File: config.mk
export PLATFORM = sky130hd
export DESIGN_NAME = sprite_pair_collision_detect_flat
export DESIGN_NICKNAME = d
export VERILOG_FILES = /design/src/rtl/spcd_pkg.sv /design/src/rtl/spcd_if.sv /design/src/rtl/spcd_ram.sv /design/src/rtl/sprite_pair_collision_detect.sv /design/src/flat_wrapper.sv
export SDC_FILE = /design/constraint.sdc
export NUM_CORES = 1
export LEC_CHECK = 0
export BUFFER_PORTS_ARGS = -buffer_cell sky130_fd_sc_hd__clkbuf_2
export CAP_MARGIN = 40
export CORE_UTILIZATION = 50
export CTS_BUF_LIST = sky130_fd_sc_hd__clkbuf_16
export DETAILED_ROUTE_END_ITERATION = 16
export PLACE_DENSITY = 0.66
export SETUP_SLACK_MARGIN = 0.4
export SYNTH_ARGS = -nofsm -noshare
export SYNTH_HDL_FRONTEND = slang
export SYNTH_SLANG_ARGS = --single-unit
File: constraint.sdc
create_clock -name clk -period 8 [get_ports clk]
set_input_delay 0.8 -clock clk [delete_from_list [all_inputs] [get_ports clk]]
set_output_delay 0.8 -clock clk [all_outputs]
set_load 0.005 [all_outputs]
File: src/rtl/spcd_pkg.sv
// ----------------------------------------------------------------------------
// spcd_pkg
// Shared types, constants and pair tables for the sprite pair collision block.
// ----------------------------------------------------------------------------
package spcd_pkg;

  localparam int NumSprites = 4;
  localparam int NumRows    = 8;
  localparam int NumPairs   = 6;

  localparam int RowDepth   = NumSprites * NumRows;
  localparam int PosDepth   = 2 * NumSprites;

  // Bus decode: positions at 0xF0-0xF7, pattern rows at 0x180-0x19F
  localparam logic [6:0] PosPage = 7'b0011110;
  localparam logic [4:0] RowPage = 5'b01100;

  localparam logic [8:0] XOffset = 9'd44;
  localparam logic [8:0] YOffset = 9'd16;
  localparam logic [5:0] NoHits  = 6'h3F;

  localparam logic OpWrite = 1'b0;
  localparam logic OpFrame = 1'b1;

  typedef enum logic [2:0] {
    ST_IDLE,
    ST_POS_X,
    ST_POS_Y,
    ST_CHECK,
    ST_ROWS,
    ST_FINISH
  } spcd_state_t;

  // First sprite of each pair, pair order 01 02 03 12 13 23
  function automatic logic [1:0] pair_first(input logic [2:0] p);
    logic [1:0] s;
    case (p)
      3'd0, 3'd1, 3'd2: s = 2'd0;
      3'd3, 3'd4:       s = 2'd1;
      default:          s = 2'd2;
    endcase
    return s;
  endfunction

  // Second sprite of each pair
  function automatic logic [1:0] pair_second(input logic [2:0] p);
    logic [1:0] s;
    case (p)
      3'd0:       s = 2'd1;
      3'd1, 3'd3: s = 2'd2;
      default:    s = 2'd3;
    endcase
    return s;
  endfunction

endpackage

File: src/rtl/spcd_if.sv
// ----------------------------------------------------------------------------
// spcd_cmd_if / spcd_result_if
// Valid/ready channels for bus commands and collision results.
// ----------------------------------------------------------------------------
interface spcd_cmd_if;
  logic       valid;
  logic       ready;
  logic       opcode;
  logic [9:0] address;
  logic [7:0] write_data;

  modport source (output valid, output opcode, output address, output write_data,
                  input ready);
  modport sink   (input valid, input opcode, input address, input write_data,
                  output ready);
endinterface

interface spcd_result_if;
  logic       valid;
  logic       ready;
  logic [5:0] sprite_collision;

  modport source (output valid, output sprite_collision, input ready);
  modport sink   (input valid, input sprite_collision, output ready);
endinterface

File: src/rtl/spcd_ram.sv
// ----------------------------------------------------------------------------
// spcd_ram
// Generic RAM: one write port, two read ports, registered read data.
// ----------------------------------------------------------------------------
module spcd_ram #(
  parameter int WIDTH = 8,
  parameter int DEPTH = 32
) (
  input  logic                     clk,
  input  logic                     we,
  input  logic [$clog2(DEPTH)-1:0] waddr,
  input  logic [WIDTH-1:0]         wdata,
  input  logic [$clog2(DEPTH)-1:0] raddr_a,
  output logic [WIDTH-1:0]         rdata_a,
  input  logic [$clog2(DEPTH)-1:0] raddr_b,
  output logic [WIDTH-1:0]         rdata_b
);

  logic [WIDTH-1:0] mem [DEPTH];

  // Write and register both reads
  always_ff @(posedge clk) begin
    if (we) begin
      mem[waddr] <= wdata;
    end
    rdata_a <= mem[raddr_a];
    rdata_b <= mem[raddr_b];
  end

endmodule

File: src/rtl/sprite_pair_collision_detect.sv
// ----------------------------------------------------------------------------
// sprite_pair_collision_detect
// Tracks four 8x8 sprites from bus writes and tests the six sprite pairs for
// overlapping set pixels at each end-of-frame event.
// ----------------------------------------------------------------------------
// A bus write (opcode 0) returns nothing; writes can be sent back to back,
// also while a collision result waits to be taken. An end-of-frame event
// (opcode 1) walks the pairs 01, 02, 03, 12, 13, 23 in turn: for each pair
// the states POS_X, POS_Y and CHECK read and compare the positions, and
// when the pair is within 7 pixels on both axes ROWS follows, reading the
// eight pattern rows, one row of each sprite per cycle from the row memory,
// with the compare of each row pair registered behind its read. The 6-bit
// active-low result is shown from FINISH once the last row compare is done,
// later while an earlier result still waits, and the block takes no command
// from the frame transfer until then. Both memories start out as zero after
// reset through per-entry valid bits, so no clearing pass is needed.
// ----------------------------------------------------------------------------
module sprite_pair_collision_detect
  import spcd_pkg::*;
(
  input  logic         clk,
  input  logic         rst,
  spcd_cmd_if.sink     cmd,
  spcd_result_if.source result
);

  localparam int RowAw = $clog2(RowDepth);
  localparam int PosAw = $clog2(PosDepth);

  spcd_state_t state, state_next;

  logic [2:0] pair;
  logic [2:0] k;
  logic [5:0] res_acc;
  logic [5:0] res_data;
  logic       res_valid;

  logic [RowDepth-1:0] row_valid;
  logic [PosDepth-1:0] pos_valid;

  logic             cmd_fire;
  logic             row_we, pos_we;
  logic [RowAw-1:0] row_waddr;
  logic [PosAw-1:0] pos_waddr;
  logic [8:0]       pos_wdata;

  logic [RowAw-1:0] row_raddr_a, row_raddr_b;
  logic [PosAw-1:0] pos_raddr_a, pos_raddr_b;
  logic [7:0]       row_rdata_a, row_rdata_b;
  logic [8:0]       pos_rdata_a, pos_rdata_b;
  logic             row_rv_a, row_rv_b, pos_rv_a, pos_rv_b;

  logic [1:0] spr_a, spr_b;
  logic [8:0] pos_a, pos_b;
  logic [9:0] diff;
  logic       diff_near;
  logic [3:0] dx, dy;
  logic       dx_near;
  logic [4:0] j;
  logic       j_ok;

  logic       pend, pend_jv;
  logic [2:0] pend_pair;
  logic [7:0] ra, rb, rb_shift;
  logic [2:0] dx_mag;
  logic       hit;
  logic       finish_go;

  assign cmd_fire  = cmd.valid && cmd.ready;
  assign spr_a     = pair_first(pair);
  assign spr_b     = pair_second(pair);

  // Decode bus writes into the two memories
  assign row_we    = cmd_fire && (cmd.opcode == OpWrite) && (cmd.address[9:5] == RowPage);
  assign pos_we    = cmd_fire && (cmd.opcode == OpWrite) && (cmd.address[9:3] == PosPage);
  assign row_waddr = cmd.address[RowAw-1:0];
  assign pos_waddr = cmd.address[PosAw-1:0];
  assign pos_wdata = cmd.address[0] ? ({1'b0, cmd.write_data} - XOffset)
                                    : ({1'b0, ~cmd.write_data} - YOffset);

  // Masked read data: an entry never written reads as zero
  assign pos_a = pos_rv_a ? pos_rdata_a : 9'd0;
  assign pos_b = pos_rv_b ? pos_rdata_b : 9'd0;
  assign ra    = row_rv_a ? row_rdata_a : 8'd0;
  assign rb    = row_rv_b ? row_rdata_b : 8'd0;

  // Position difference of the pair, signed, and whether it is within 7
  assign diff      = {pos_b[8], pos_b} - {pos_a[8], pos_a};
  assign diff_near = ($signed(diff) >= -10'sd7) && ($signed(diff) <= 10'sd7);

  // Row of the second sprite on the same screen line
  assign j    = {2'b00, k} - {dy[3], dy};
  assign j_ok = (j[4:3] == 2'b00);

  // Align the second row by the true horizontal distance and test overlap
  assign dx_mag   = dx[3] ? 3'(-dx) : dx[2:0];
  assign rb_shift = dx[3] ? (rb << dx_mag) : (rb >> dx_mag);
  assign hit      = pend && pend_jv && ((ra & rb_shift) != 8'd0);

  assign finish_go = !pend && (!res_valid || result.ready);

  assign result.valid            = res_valid;
  assign result.sprite_collision = res_data;

  spcd_ram #(.WIDTH(8), .DEPTH(RowDepth)) u_row_ram (
    .clk     (clk),
    .we      (row_we),
    .waddr   (row_waddr),
    .wdata   (cmd.write_data),
    .raddr_a (row_raddr_a),
    .rdata_a (row_rdata_a),
    .raddr_b (row_raddr_b),
    .rdata_b (row_rdata_b)
  );

  spcd_ram #(.WIDTH(9), .DEPTH(PosDepth)) u_pos_ram (
    .clk     (clk),
    .we      (pos_we),
    .waddr   (pos_waddr),
    .wdata   (pos_wdata),
    .raddr_a (pos_raddr_a),
    .rdata_a (pos_rdata_a),
    .raddr_b (pos_raddr_b),
    .rdata_b (pos_rdata_b)
  );

  // Next state
  always_comb begin
    state_next = state;
    unique case (state)
      ST_IDLE: begin
        if (cmd_fire && (cmd.opcode == OpFrame)) begin
          state_next = ST_POS_X;
        end
      end
      ST_POS_X: state_next = ST_POS_Y;
      ST_POS_Y: state_next = ST_CHECK;
      ST_CHECK: begin
        if (dx_near && diff_near) begin
          state_next = ST_ROWS;
        end else if (pair == 3'(NumPairs - 1)) begin
          state_next = ST_FINISH;
        end else begin
          state_next = ST_POS_X;
        end
      end
      ST_ROWS: begin
        if (k == 3'(NumRows - 1)) begin
          state_next = (pair == 3'(NumPairs - 1)) ? ST_FINISH : ST_POS_X;
        end
      end
      ST_FINISH: begin
        if (finish_go) begin
          state_next = ST_IDLE;
        end
      end
      default: state_next = ST_IDLE;
    endcase
  end

  // Memory read addresses and handshake outputs
  always_comb begin
    cmd.ready   = 1'b0;
    pos_raddr_a = {spr_a, 1'b1};
    pos_raddr_b = {spr_b, 1'b1};
    row_raddr_a = {spr_a, k};
    row_raddr_b = {spr_b, j[2:0]};
    unique case (state)
      ST_IDLE:  cmd.ready = 1'b1;
      ST_POS_Y: begin
        pos_raddr_a = {spr_a, 1'b0};
        pos_raddr_b = {spr_b, 1'b0};
      end
      default: ;
    endcase
  end

  // Control state, valid bits and sequencer counters
  always_ff @(posedge clk) begin
    if (rst) begin
      state     <= ST_IDLE;
      row_valid <= '0;
      pos_valid <= '0;
      res_valid <= 1'b0;
      pend      <= 1'b0;
      pair      <= 3'd0;
      k         <= 3'd0;
    end else begin
      state <= state_next;
      pend  <= (state == ST_ROWS);
      if (row_we) begin
        row_valid[row_waddr] <= 1'b1;
      end
      if (pos_we) begin
        pos_valid[pos_waddr] <= 1'b1;
      end
      // raise a new result, else drop the one just transferred
      if ((state == ST_FINISH) && finish_go) begin
        res_valid <= 1'b1;
      end else if (result.valid && result.ready) begin
        res_valid <= 1'b0;
      end
      // advance pair and row counters
      unique case (state)
        ST_IDLE:  pair <= 3'd0;
        ST_CHECK: begin
          k <= 3'd0;
          if (!(dx_near && diff_near)) begin
            pair <= pair + 3'd1;
          end
        end
        ST_ROWS: begin
          k <= k + 3'd1;
          if (k == 3'(NumRows - 1)) begin
            pair <= pair + 3'd1;
          end
        end
        default: ;
      endcase
    end
  end

  // Datapath registers
  always_ff @(posedge clk) begin
    row_rv_a <= row_valid[row_raddr_a];
    row_rv_b <= row_valid[row_raddr_b];
    pos_rv_a <= pos_valid[pos_raddr_a];
    pos_rv_b <= pos_valid[pos_raddr_b];
    if (state == ST_POS_Y) begin
      dx      <= diff[3:0];
      dx_near <= diff_near;
    end
    if (state == ST_CHECK) begin
      dy <= diff[3:0];
    end
    if (state == ST_ROWS) begin
      pend_jv   <= j_ok;
      pend_pair <= pair;
    end
    // accumulate active-low collision bits
    if (state == ST_IDLE) begin
      res_acc <= NoHits;
    end else if (hit) begin
      res_acc[pend_pair] <= 1'b0;
    end
    if ((state == ST_FINISH) && finish_go) begin
      res_data <= res_acc;
    end
  end

  // Memories are written only while no frame event is in progress
  assert property (@(posedge clk) disable iff (rst)
    (row_we || pos_we) |-> (state == ST_IDLE))
    else $error("memory write during collision walk");

  // A frame event starts the walk at the first pair
  assert property (@(posedge clk) disable iff (rst)
    (cmd_fire && (cmd.opcode == OpFrame)) |=> ((state == ST_POS_X) && (pair == 3'd0)))
    else $error("frame event did not start the walk");

  // Row reads always begin at row zero
  assert property (@(posedge clk) disable iff (rst)
    ((state == ST_CHECK) && (state_next == ST_ROWS)) |=> (k == 3'd0))
    else $error("row walk did not start at row zero");

  // No row compare is left over once the block is idle
  assert property (@(posedge clk) disable iff (rst)
    (state == ST_IDLE) |-> !pend)
    else $error("row compare pending while idle");

  // Pair index stays within the six pairs during the walk
  assert property (@(posedge clk) disable iff (rst)
    ((state == ST_POS_X) || (state == ST_ROWS)) |-> (pair < 3'(NumPairs)))
    else $error("pair index out of range");

endmodule

File: src/flat_wrapper.sv
// flat-port wrapper written by rule: the top's interface ports become plain ports
module sprite_pair_collision_detect_flat import spcd_pkg::*;
  (clk, rst, cmd_valid, cmd_opcode, cmd_address, cmd_write_data, cmd_ready, result_valid, result_sprite_collision, result_ready);
  spcd_cmd_if cmd_i ();
  spcd_result_if result_i ();
  input  logic clk;
  input  logic rst;
  input wire logic [$bits(cmd_i.valid)-1:0] cmd_valid;
  input wire logic [$bits(cmd_i.opcode)-1:0] cmd_opcode;
  input wire logic [$bits(cmd_i.address)-1:0] cmd_address;
  input wire logic [$bits(cmd_i.write_data)-1:0] cmd_write_data;
  output wire logic [$bits(cmd_i.ready)-1:0] cmd_ready;
  output wire logic [$bits(result_i.valid)-1:0] result_valid;
  output wire logic [$bits(result_i.sprite_collision)-1:0] result_sprite_collision;
  input wire logic [$bits(result_i.ready)-1:0] result_ready;
  assign cmd_i.valid = cmd_valid;
  assign cmd_i.opcode = cmd_opcode;
  assign cmd_i.address = cmd_address;
  assign cmd_i.write_data = cmd_write_data;
  assign cmd_ready = cmd_i.ready;
  assign result_valid = result_i.valid;
  assign result_sprite_collision = result_i.sprite_collision;
  assign result_i.ready = result_ready;
  sprite_pair_collision_detect u_core (.clk(clk), .rst(rst), .cmd(cmd_i), .result(result_i));
endmodule
==> results of run 1 <==
-- stage by stage --
step	setup slack, ns	instance area (um2)	hold WS [ns]	util	power (mW)
final	4.061	21760	0.4262	0.5751	4.657
after global routing	3.778	21760	0.4475	0.5749	4.795
after CTS	3.967	21760	0.4327	0.5749	4.699
after detailed placement	3.996	20350	0.4180	0.5378	2.717
after global placement	4.028	20040	0.4168	0.5294	2.714
after floorplan	4.264	19360	0.4088	-	2.652
-- power by group through the flow --
stage                     registers [mW]  clock network (mW)  logic (mW)
final                               2.51                1.99       0.163
after global routing                2.51                2.11       0.179
after CTS                           2.50                2.03       0.163
after detailed placement            2.55                   0       0.163
after global placement              2.55                   0       0.160
after floorplan                     2.54                   0       0.108
-- worst max-delay path, cell delays in order (launching register included) --
cell and delay (ns):
dfxtp_4 0.47, inv_1 0.11, ha_2 0.16, inv_1 0.06, fa_4 1.05, buf_4 0.63, mux4_2 0.58, and2_1 0.17
a211oi_1 0.25, a31oi_1 0.09, nor2_1 0.15, a31oi_1 0.05
-- path summary, 6_finish.rpt --
kind                                  start                                          end  slack, ns  cells past startpoint
max                u_core.k[0]$_SDFFE_PP0P_          u_core.u_row_ram.rdata_b[1]$_DFF_P_       4.06                     11
min          u_core.res_acc[0]$_SDFFE_PP1P_  u_core.result.sprite_collision[0]$_DFFE_PP_       0.43                      0
max reg2reg        u_core.k[0]$_SDFFE_PP0P_          u_core.u_row_ram.rdata_b[1]$_DFF_P_       4.06                     11
min reg2reg  u_core.res_acc[0]$_SDFFE_PP1P_  u_core.result.sprite_collision[0]$_DFFE_PP_       0.43                      0
-- cells by family (layout without fill, tap and decap cells) --
kind of cell / Yosys count / in the layout
flip-flops: 442 / 442
AND/OR/NAND/NOR: 344 / 344
AO/OA/AOI/OAI: 174 / 174
multiplexers: 173 / 173
buffers and inverters: 94 / 194
adder cells (fa/ha/maj): 25 / 25
XOR/XNOR: 13 / 13
other: 0 / 2
-- state kept, by name, indices dropped and copies added, names as in the netlist, 6 cells and up --
signal	cells
u_core.pos_valid	8
u_core.res_acc	6
u_core.result.sprite_collision	6
u_core.row_valid	32
u_core.u_pos_ram.mem	72
u_core.u_pos_ram.rdata_a	9
u_core.u_pos_ram.rdata_b	9
u_core.u_row_ram.mem	256
u_core.u_row_ram.rdata_a	8
u_core.u_row_ram.rdata_b	8
-- layout by cell type, fill, tap and decap left out, drive strengths merged, types with 4 or more instances in the layout --
master and count:
a21oi 28, clkinv 23, a211oi 12, o21ai 45
a31oi 23, nor3b 5, xnor2 8, and2 22
mux2i 33, clkbuf 77, dfxtp 95, xor2 5
inv 38, o211ai 5, nor2b 12, nand3 9
o31ai 4, nor3 8, nand3b 5, o22ai 4
nand2b 12, a211o 5, a22oi 6, nand2 106
buf 54, o22a 4, mux4 137, nor2 146
o21ba 10, a32o 4, edfxtp 347, ha 23
-- cell type report --
cell class	instances	area (um2)
Antenna cell	2	5.005
Clock buffer	47	1176
Clock inverter	38	229.0
Fill cell	2944	16080
Inverter	25	93.84
Multi-Input combinational cell	729	6698
Sequential cell	442	12330
Tap cell	511	639.4
Timing Repair Buffer	84	594.3
-- routing by layer --
layer	vias to the layer above	global-route usage	wire length, um
li1	5044	-	-
met1	5696	0.3126	17660
met2	437	0.3825	21550
met3	88	0.04663	3512
met4	0	0.08575	1454
met5	-	0	0
==> qor.csv, run 1 <==
stage,metric,value,unit
status,outcome,"finished, final reports clean",
sta,slew_viol_final,0,
placement,hpwl,29570,um
sta,finalSetupTns,0,ns
final_layout,stdcell_count,1878,
synthesis,yosysWarnings,0,
clocking,cts_resized,0,
hold_path,min_path_type,register to register,
die,die_h,198.8,um
synthesis,synth-adder-area-share,0.01693,
synthesis,synth_top_cell_area_share,0.5383,
synthesis,synth.distinct_cells,69,
route,wl_per_cell,23.52,um
die,design.die.area,39510,um2
synthesis,avgSynthCellArea,15.30,um2
synthesis,syn_inst,1265,
placement,placed_cells,1791,
sta,fmax,253.9,MHz
die,rows,71,
pwr,p_int,3.677,mW
synthesis,syn_area,19360,um2
global_routing,grt_pass1_wl,67740,um
synthesis,synth.most_common_cell,edfxtp_1,
synthesis,synth-seq-area-share,0.6365,
die,start_util,0.5115,
pwr,pwr-share-clk,0.427,
route,dr.pass1.iters,5,
pwr,p_comb_frac,0.035,
clocking,cts_tree,done,
synthesis,synth_commonest_cells,"edfxtp_1 (347), nor2_1 (145), mux4_2 (137)",
synthesis,synthSimpleGateAreaFrac,0.08040,
setup_path,arrival,4.36,ns
pwr,powerDensity,214.0,nW/um2
synthesis,synthXorXnorAreaFrac,0.005882,
setup_path,end_kind,register,
route,drt_wl_total,44170,um
synthesis,async_reset_ff_frac,0,
synthesis,synth_top_family_by_area,multiplexers,
sta,relSlewSlack,0.3786,
pwr,swShare,0.2105,
global_routing,grt_antenna_before_repair,2,
route,detail-route-antenna-nets,0,
clocking,cts-root-buf,clkbuf_16,
route,vias,11270,
placement,port_buffers,30,
route,drc_errors,0,
setup_path,critPathKind,register to register,
sta,rsz0062_at_grt,false,
sta,hold_viol_final,0,
synthesis,synthTopCellsByArea,"edfxtp_1 (54%), mux4_2 (16%), dfxtp_1 (9.8%), nor2_1 (2.8%), nand2_1 (2.1%)",
sta,setup_violations,0,
clocking,htreeDepth,2,
synthesis,synth-compound-area-share,0.06108,
synthesis,syn_nets,1313,
pwr,irDropWorstVdd,209.5,uV
sta,finalCriticalPeriod,3.939,ns
synthesis,synth_edf_count,347,
synthesis,synth_top_area_cell,edfxtp_1,
global_routing,grt_pass1_vias,11220,
clocking,post_cts_buffers,0,
synthesis,ys_ff_latch,442,
global_routing,grt_start_max_net_pins,56,
pwr,p_sw,980.1,uW
final_layout,area_growth,12.42,%
placement,gp_routability_congestion,0.8681,
route,drtIter0Drc,830,
sta,tightest_slew,0.9223,ns
final_layout,layout-drive-gt1-share,0.2300,
final_layout,layout.nets,1376,
sta,post-route-period-util,0.4924,
global_routing,grt_overflow,0,
die,core_area,37840,um2
sta,fin_worst_skew,0.02583,ns
clocking,cts_max_path_buffers,3,
setup_path,worstSetupStartpointType,register,
clocking,clk-insertion-delay-late,0.57,ns
route,vias_per_cell,5.998,
clocking,numCtsBuffers,46,
clocking,hold_buffers,0,
clocking,cts_sinks,442,
job,max_cap_viol_count,0,
synthesis,synth.area.mux_share,0.1784,
synthesis,ys.flop_type,edfxtp_1,
pwr,p_seq_frac,0.538,
die,fp.dieW,198.8,um
setup_path,cp_data_required_time,8.43,ns
global_routing,grt_usage,0.2343,
die,io_pins,31,
clocking,clk_pin_slew,0.06,ns
pwr,leakage,7.298,nW
setup_path,path_max_fanout,35,
No activity file was read; power rests on OpenSTA's default activity.
==> run 2, diff against run 1 <==
clock period = 3.9 ns   (was 8 ns; I/O delays follow)
==> run 2 against run 1 <==
Against the previous run:
- wire length grew 1.6%
- first-iteration DRC count grew 18%
- maximum frequency up 19%
- clock skew rose by 0.0043 ns
- sequential power is 100% higher
- critical path type unchanged
- largest cell class unchanged
==> qor.csv, run 2 (synthesis results as in run 1) <==
stage,metric,value,unit
clocking,htreeDepth,2,
pwr,leakage,7.374,nW
global_routing,grt_pass1_vias,11170,
pwr,irDropWorstVdd,392.9,uV
die,fp.dieW,198.8,um
clocking,hold_buffers,0,
clocking,clk_pin_slew,0.06,ns
sta,rsz0062_at_grt,false,
pwr,swShare,0.2110,
sta,setup_violations,0,
clocking,numCtsBuffers,46,
final_layout,top_register,u_core.u_row_ram.mem,
sta,fmax,301.2,MHz
sta,finalCriticalPeriod,3.320,ns
pwr,p_sw,2.032,mW
clocking,cts_max_path_buffers,3,
setup_path,cp_data_required_time,4.32,ns
placement,port_buffers,30,
global_routing,grt_pass1_wl,68540,um
route,drc_errors,0,
setup_path,arrival,3.74,ns
setup_path,worstSetupStartpointType,register,
die,core_area,37840,um2
setup_path,crit_start,u_core.k[0]$_SDFFE_PP0P_,
final_layout,largest_reg_flops,256,
route,detail-route-antenna-nets,0,
route,dr.pass1.iters,6,
clocking,cts_sinks,442,
final_layout,layout_commonest_cell,edfxtp_1,
sta,slew_viol_final,0,
die,design.die.area,39510,um2
global_routing,grt_start_max_net_pins,38,
global_routing,grt_antenna_before_repair,3,
pwr,p_int,7.598,mW
clocking,cts_tree,done,
pwr,p_seq_frac,0.533,
global_routing,grt_overflow,0,
hold_path,min_path_type,input pin to register,
sta,relSlewSlack,0.4056,
die,die_h,198.8,um
route,drt_wl_total,44870,um
status,outcome,"finished, final reports clean",
final_layout,layout.nets,1387,
setup_path,regToRegStartpoint,u_core.k[0]$_SDFFE_PP0P_,
route,drtIter0Drc,979,
pwr,design_power_total,9.630,mW
route,vias,11380,
clocking,post_cts_buffers,0,
pwr,p_comb_frac,0.036,
pwr,pwr-share-clk,0.431,
sta,fin_worst_skew,0.03009,ns
final_layout,layout-drive-gt1-share,0.2397,
sta,holdWs,0.1227,ns
setup_path,critPathKind,register to register,
hold_path,hold_start,result_ready,
final_layout,mostFrequentLayoutCells,"edfxtp_1 (347), nor2_1 (143), mux4_2 (137), nand2_1 (106), dfxtp_1 (93)",
clocking,cts_resized,0,
route,wl_per_cell,23.75,um
sta,tightest_slew,0.8916,ns
setup_path,path_max_fanout,18,
placement,hpwl,29450,um
die,start_util,0.5115,
clocking,cts-root-buf,clkbuf_16,
clocking,clk-insertion-delay-late,0.58,ns
setup_path,end_kind,register,
global_routing,grt_usage,0.2370,
die,rows,71,
die,io_pins,31,
route,vias_per_cell,6.026,
job,max_cap_viol_count,0,
sta,hold_viol_final,0,
sta,finalSetupTns,0,ns
final_layout,area_growth,12.91,%
placement,gp_routability_congestion,0.8506,
sta,post-route-period-util,0.8512,
pwr,powerDensity,440.6,nW/um2
final_layout,top_regs,"u_core.u_row_ram.mem (256), u_core.u_pos_ram.mem (72), u_core.row_valid (32)",
==> run 2: cell count changes in the layout (fill, tap and decap cells not counted) <==
cell,change
xor2_4,-1
bufinv_16,-1
inv_2,+3
diode_2,-1
clkbuf_16,+3
clkinvlp_4,+2
buf_4,+14
buf_6,-3
inv_6,-2
xor2_2,+1
clkinv_1,-4
==> run 2: path summary, 6_finish.rpt <==
| path | endpoint | cells past startpoint | slack [ns] |
|---|---|---|---|
| setup / recovery | u_core.row_rv_b$_DFF_P_ | 10 | 0.58 |
| hold / removal | u_core.result.valid$_SDFFE_PP0P_ | 3 | 0.12 |
| setup reg to reg | u_core.row_rv_b$_DFF_P_ | 10 | 0.58 |
| hold reg to reg | u_core.result.sprite_collision[3]$_DFFE_PP_ | 0 | 0.44 |
==> run 2: critical path, stage by stage (launching register included) <==
cell	delay [ns]
dfxtp_4	0.34
inv_1	0.05
ha_2	0.15
inv_1	0.06
fa_4	1.02
mux4_2	0.54
and2_1	0.16
a211oi_1	0.34
a31oi_1	0.11
nor2_1	0.27
a31oi_1	0.10
==> run 2: power groups by stage <==
stage	clock network (mW)	registers [mW]	logic, mW
global placement	0	5.23	0.339
floorplan	0	5.22	0.223
CTS	4.22	5.13	0.345
detailed placement	0	5.23	0.344
global route	4.42	5.13	0.375
finish	4.15	5.13	0.345
==> run 2: cell type report <==
class	count	area, um2
Multi-Input combinational cell	729	6686
Clock buffer	50	1251
Tap cell	511	639.4
Clock inverter	36	192.7
Antenna cell	1	2.502
Timing Repair Buffer	95	665.6
Sequential cell	442	12330
Fill cell	2908	15990
Inverter	25	93.84
==> run 2: stage by stage <==
stage	area, um2	instances	worst slack (ns)	utilization
final	21860	1889	0.5804	0.5776
after global routing	21860	1889	0.4186	0.5776
after CTS	21860	1888	0.5482	0.5775
after detailed placement	20410	1802	0.5633	0.5394
after global placement	20360	1799	0.5386	0.5381
after floorplan	19360	1265	0.4312	-
==> run 2: routing by layer <==
layer	track usage	vias up	share of wire
li1	-	5085	-
met1	0.3256	5766	0.42
met2	0.3666	434	0.47
met3	0.05968	94	0.075
met4	0.08775	4	0.035
met5	0	-	0.00056
==> run 3, diff against run 2 <==
CORE_UTILIZATION = 35   (was 50)
PLACE_DENSITY = unset   (was 0.66)
==> run 3 against run 2 <==
Against the previous run:
- first-iteration DRC count rose by 15%
- maximum frequency fell by 1.2%
- clock power rose by 6.3%
- sequential power barely moved
- critical endpoint unchanged
==> qor.csv, run 3 (synthesis results as in run 1) <==
stage,metric,value,unit
clocking,clk-insertion-delay-late,0.58,ns
sta,fmax,297.7,MHz
sta,finalSetupTns,0,ns
die,io_pins,31,
clocking,clk_pin_slew,0.06,ns
final_layout,top_regs,"u_core.u_row_ram.mem (256), u_core.u_pos_ram.mem (72), u_core.row_valid (32)",
pwr,powerDensity,445.0,nW/um2
route,vias_per_cell,5.426,
final_layout,diodes,0,
clocking,cts_max_path_buffers,3,
placement,port_buffers,30,
sta,rsz0062_at_grt,false,
sta,fin_worst_skew,0.02404,ns
placement,gp_routability_congestion,0.8196,
route,dr.pass1.iters,5,
clocking,hold_buffers,0,
global_routing,use_met3,0.03089,
placement,place_area,20700,um2
pwr,leakage,7.445,nW
pwr,irDropWorstVdd,358.4,uV
setup_path,cp_num_buf_inv,3,
setup_path,crit_chain,inv_1 > ha_2 > inv_1 > fa_4 > buf_12 > mux4_2 > and2_1 > a211oi_1 > a31oi_1 > nor2_1 > a31oi_1,
sta,hold_viol_final,0,
route,vias,11290,
setup_path,cp_top_family,adder cells,
final_layout,layout_commonest_cell,edfxtp_1,
placement,hpwl,30200,um
die,design.die.area,56250,um2
clocking,cts_sinks,442,
global_routing,top_usage_layer,met2,
route,detail-route-antenna-nets,0,
global_routing,grt_pass1_vias,11320,
global_routing,grt_usage,0.1659,
final_layout,fill_cells,4894,
setup_path,path_max_fanout,21,
setup_path,worstSetupStartpointType,register,
sta,fin_ws,0.5412,ns
die,core_area,54240,um2
setup_path,slowest_delay,0.96,ns
global_routing,grtUsageMet1,0.2278,
final_layout,regArea,12330,um2
sta,tightest_slew,0.9012,ns
setup_path,end_kind,register,
route,drc_errors,0,
global_routing,grt_pass1_wl,69920,um
final_layout,mostFrequentLayoutCells,"edfxtp_1 (347), nor2_1 (143), mux4_2 (137), nand2_1 (106), dfxtp_1 (93)",
clocking,numCtsBuffers,48,
clocking,htreeDepth,2,
final_layout,stdcell_count,2081,
sta,finalCriticalPeriod,3.359,ns
die,die_h,237.2,um
route,drtIter0Drc,1129,
sta,setup_violations,0,
global_routing,grt_use_met2,0.2671,
sta,relSlewSlack,0.3992,
global_routing,grt_antenna_before_repair,2,
route,drt_wl_total,46110,um
placement,placed_cells,1989,
setup_path,arrival,3.79,ns
job,max_cap_viol_count,0,
clocking,cts_tree,done,
die,fp.dieW,237.2,um
setup_path,slowest_stage,fa_4,
route,wl_per_cell,22.16,um
global_routing,grt_overflow,0,
setup_path,cp_data_required_time,4.33,ns
sta,post-route-period-util,0.8612,
placement,dp_slack,0.5188,ns
final_layout,area_growth,15.00,%
clocking,cts-root-buf,clkbuf_16,
final_layout,fin_area,22260,um2
die,rows,85,
final_layout,layout-drive-gt1-share,0.2440,
die,start_util,0.3569,
final_layout,largest_reg_flops,256,
sta,holdWs,0.1051,ns
setup_path,critPathKind,register to register,
final_layout,layout.nets,1394,
sta,slew_viol_final,0,
final_layout,multi_input_area,6695,um2
final_layout,top_register,u_core.u_row_ram.mem,
hold_path,min_path_type,input pin to register,
status,outcome,"finished, final reports clean",
global_routing,grt_start_max_net_pins,38,
==> run 3: changes by cell type in the layout (fill, tap and decap cells not counted), sizes merged <==
cell	delta
clkbuf	-1
buf	+5
clkinv	-2
bufinv	+3
diode	-1
clkinvlp	+2
inv	+1
==> run 3: stage by stage <==
step,utilization,power [mW]
global route,0.4104,10.20
CTS,0.4099,9.988
finish,0.4104,9.905
floorplan,-,5.440
detailed placement,0.3816,5.586
global placement,0.3803,5.575
==> run 3: path summary, 6_finish.rpt <==
kind              slack [ns]                            from                                          end  cells past startpoint
setup / recovery        0.54        u_core.k[0]$_SDFFE_PP0P_                      u_core.row_rv_b$_DFF_P_                     11
hold / removal          0.11                    result_ready             u_core.result.valid$_SDFFE_PP0P_                      3
setup reg to reg        0.54        u_core.k[0]$_SDFFE_PP0P_                      u_core.row_rv_b$_DFF_P_                     11
hold reg to reg         0.43  u_core.res_acc[5]$_SDFFE_PP1P_  u_core.result.sprite_collision[5]$_DFFE_PP_                      0
==> run 3: worst reg2reg max path: stages (launching register included) <==
cell,delay [ns]
dfxtp_4,0.34
inv_1,0.05
ha_2,0.15
inv_1,0.05
fa_4,0.96
buf_12,0.26
mux4_2,0.52
and2_1,0.17
a211oi_1,0.40
a31oi_1,0.16
nor2_1,0.13
a31oi_1,0.05
==> run 3: metal layers <==
layer	share of wire	up-vias
li1	-	5090
met1	0.44	5734
met2	0.47	369
met3	0.063	94
met4	0.028	4
met5	0.00059	-
==> run 3: layout make-up <==
cell class,count,share of cell area
timing repair buffer,100,0.03333
clock buffer,49,0.05508
multi-input combinational,729,0.3008
tap,696,0.03912
inverter,25,0.004215
clock inverter,40,0.01377
sequential,442,0.5537
==> run 3: what timing repair did <==
item	CTS	global route
gates resized for setup	0	1
buffers inserted	0	3
endpoints found under the setup margin	0	6
==> run 3: power by group <==
group	switching, mW	internal (mW)	total, mW
logic	0.232	0.128	0.360
registers	0.0245	5.11	5.13
clock network	1.86	2.55	4.41
total	2.12	7.79	9.91
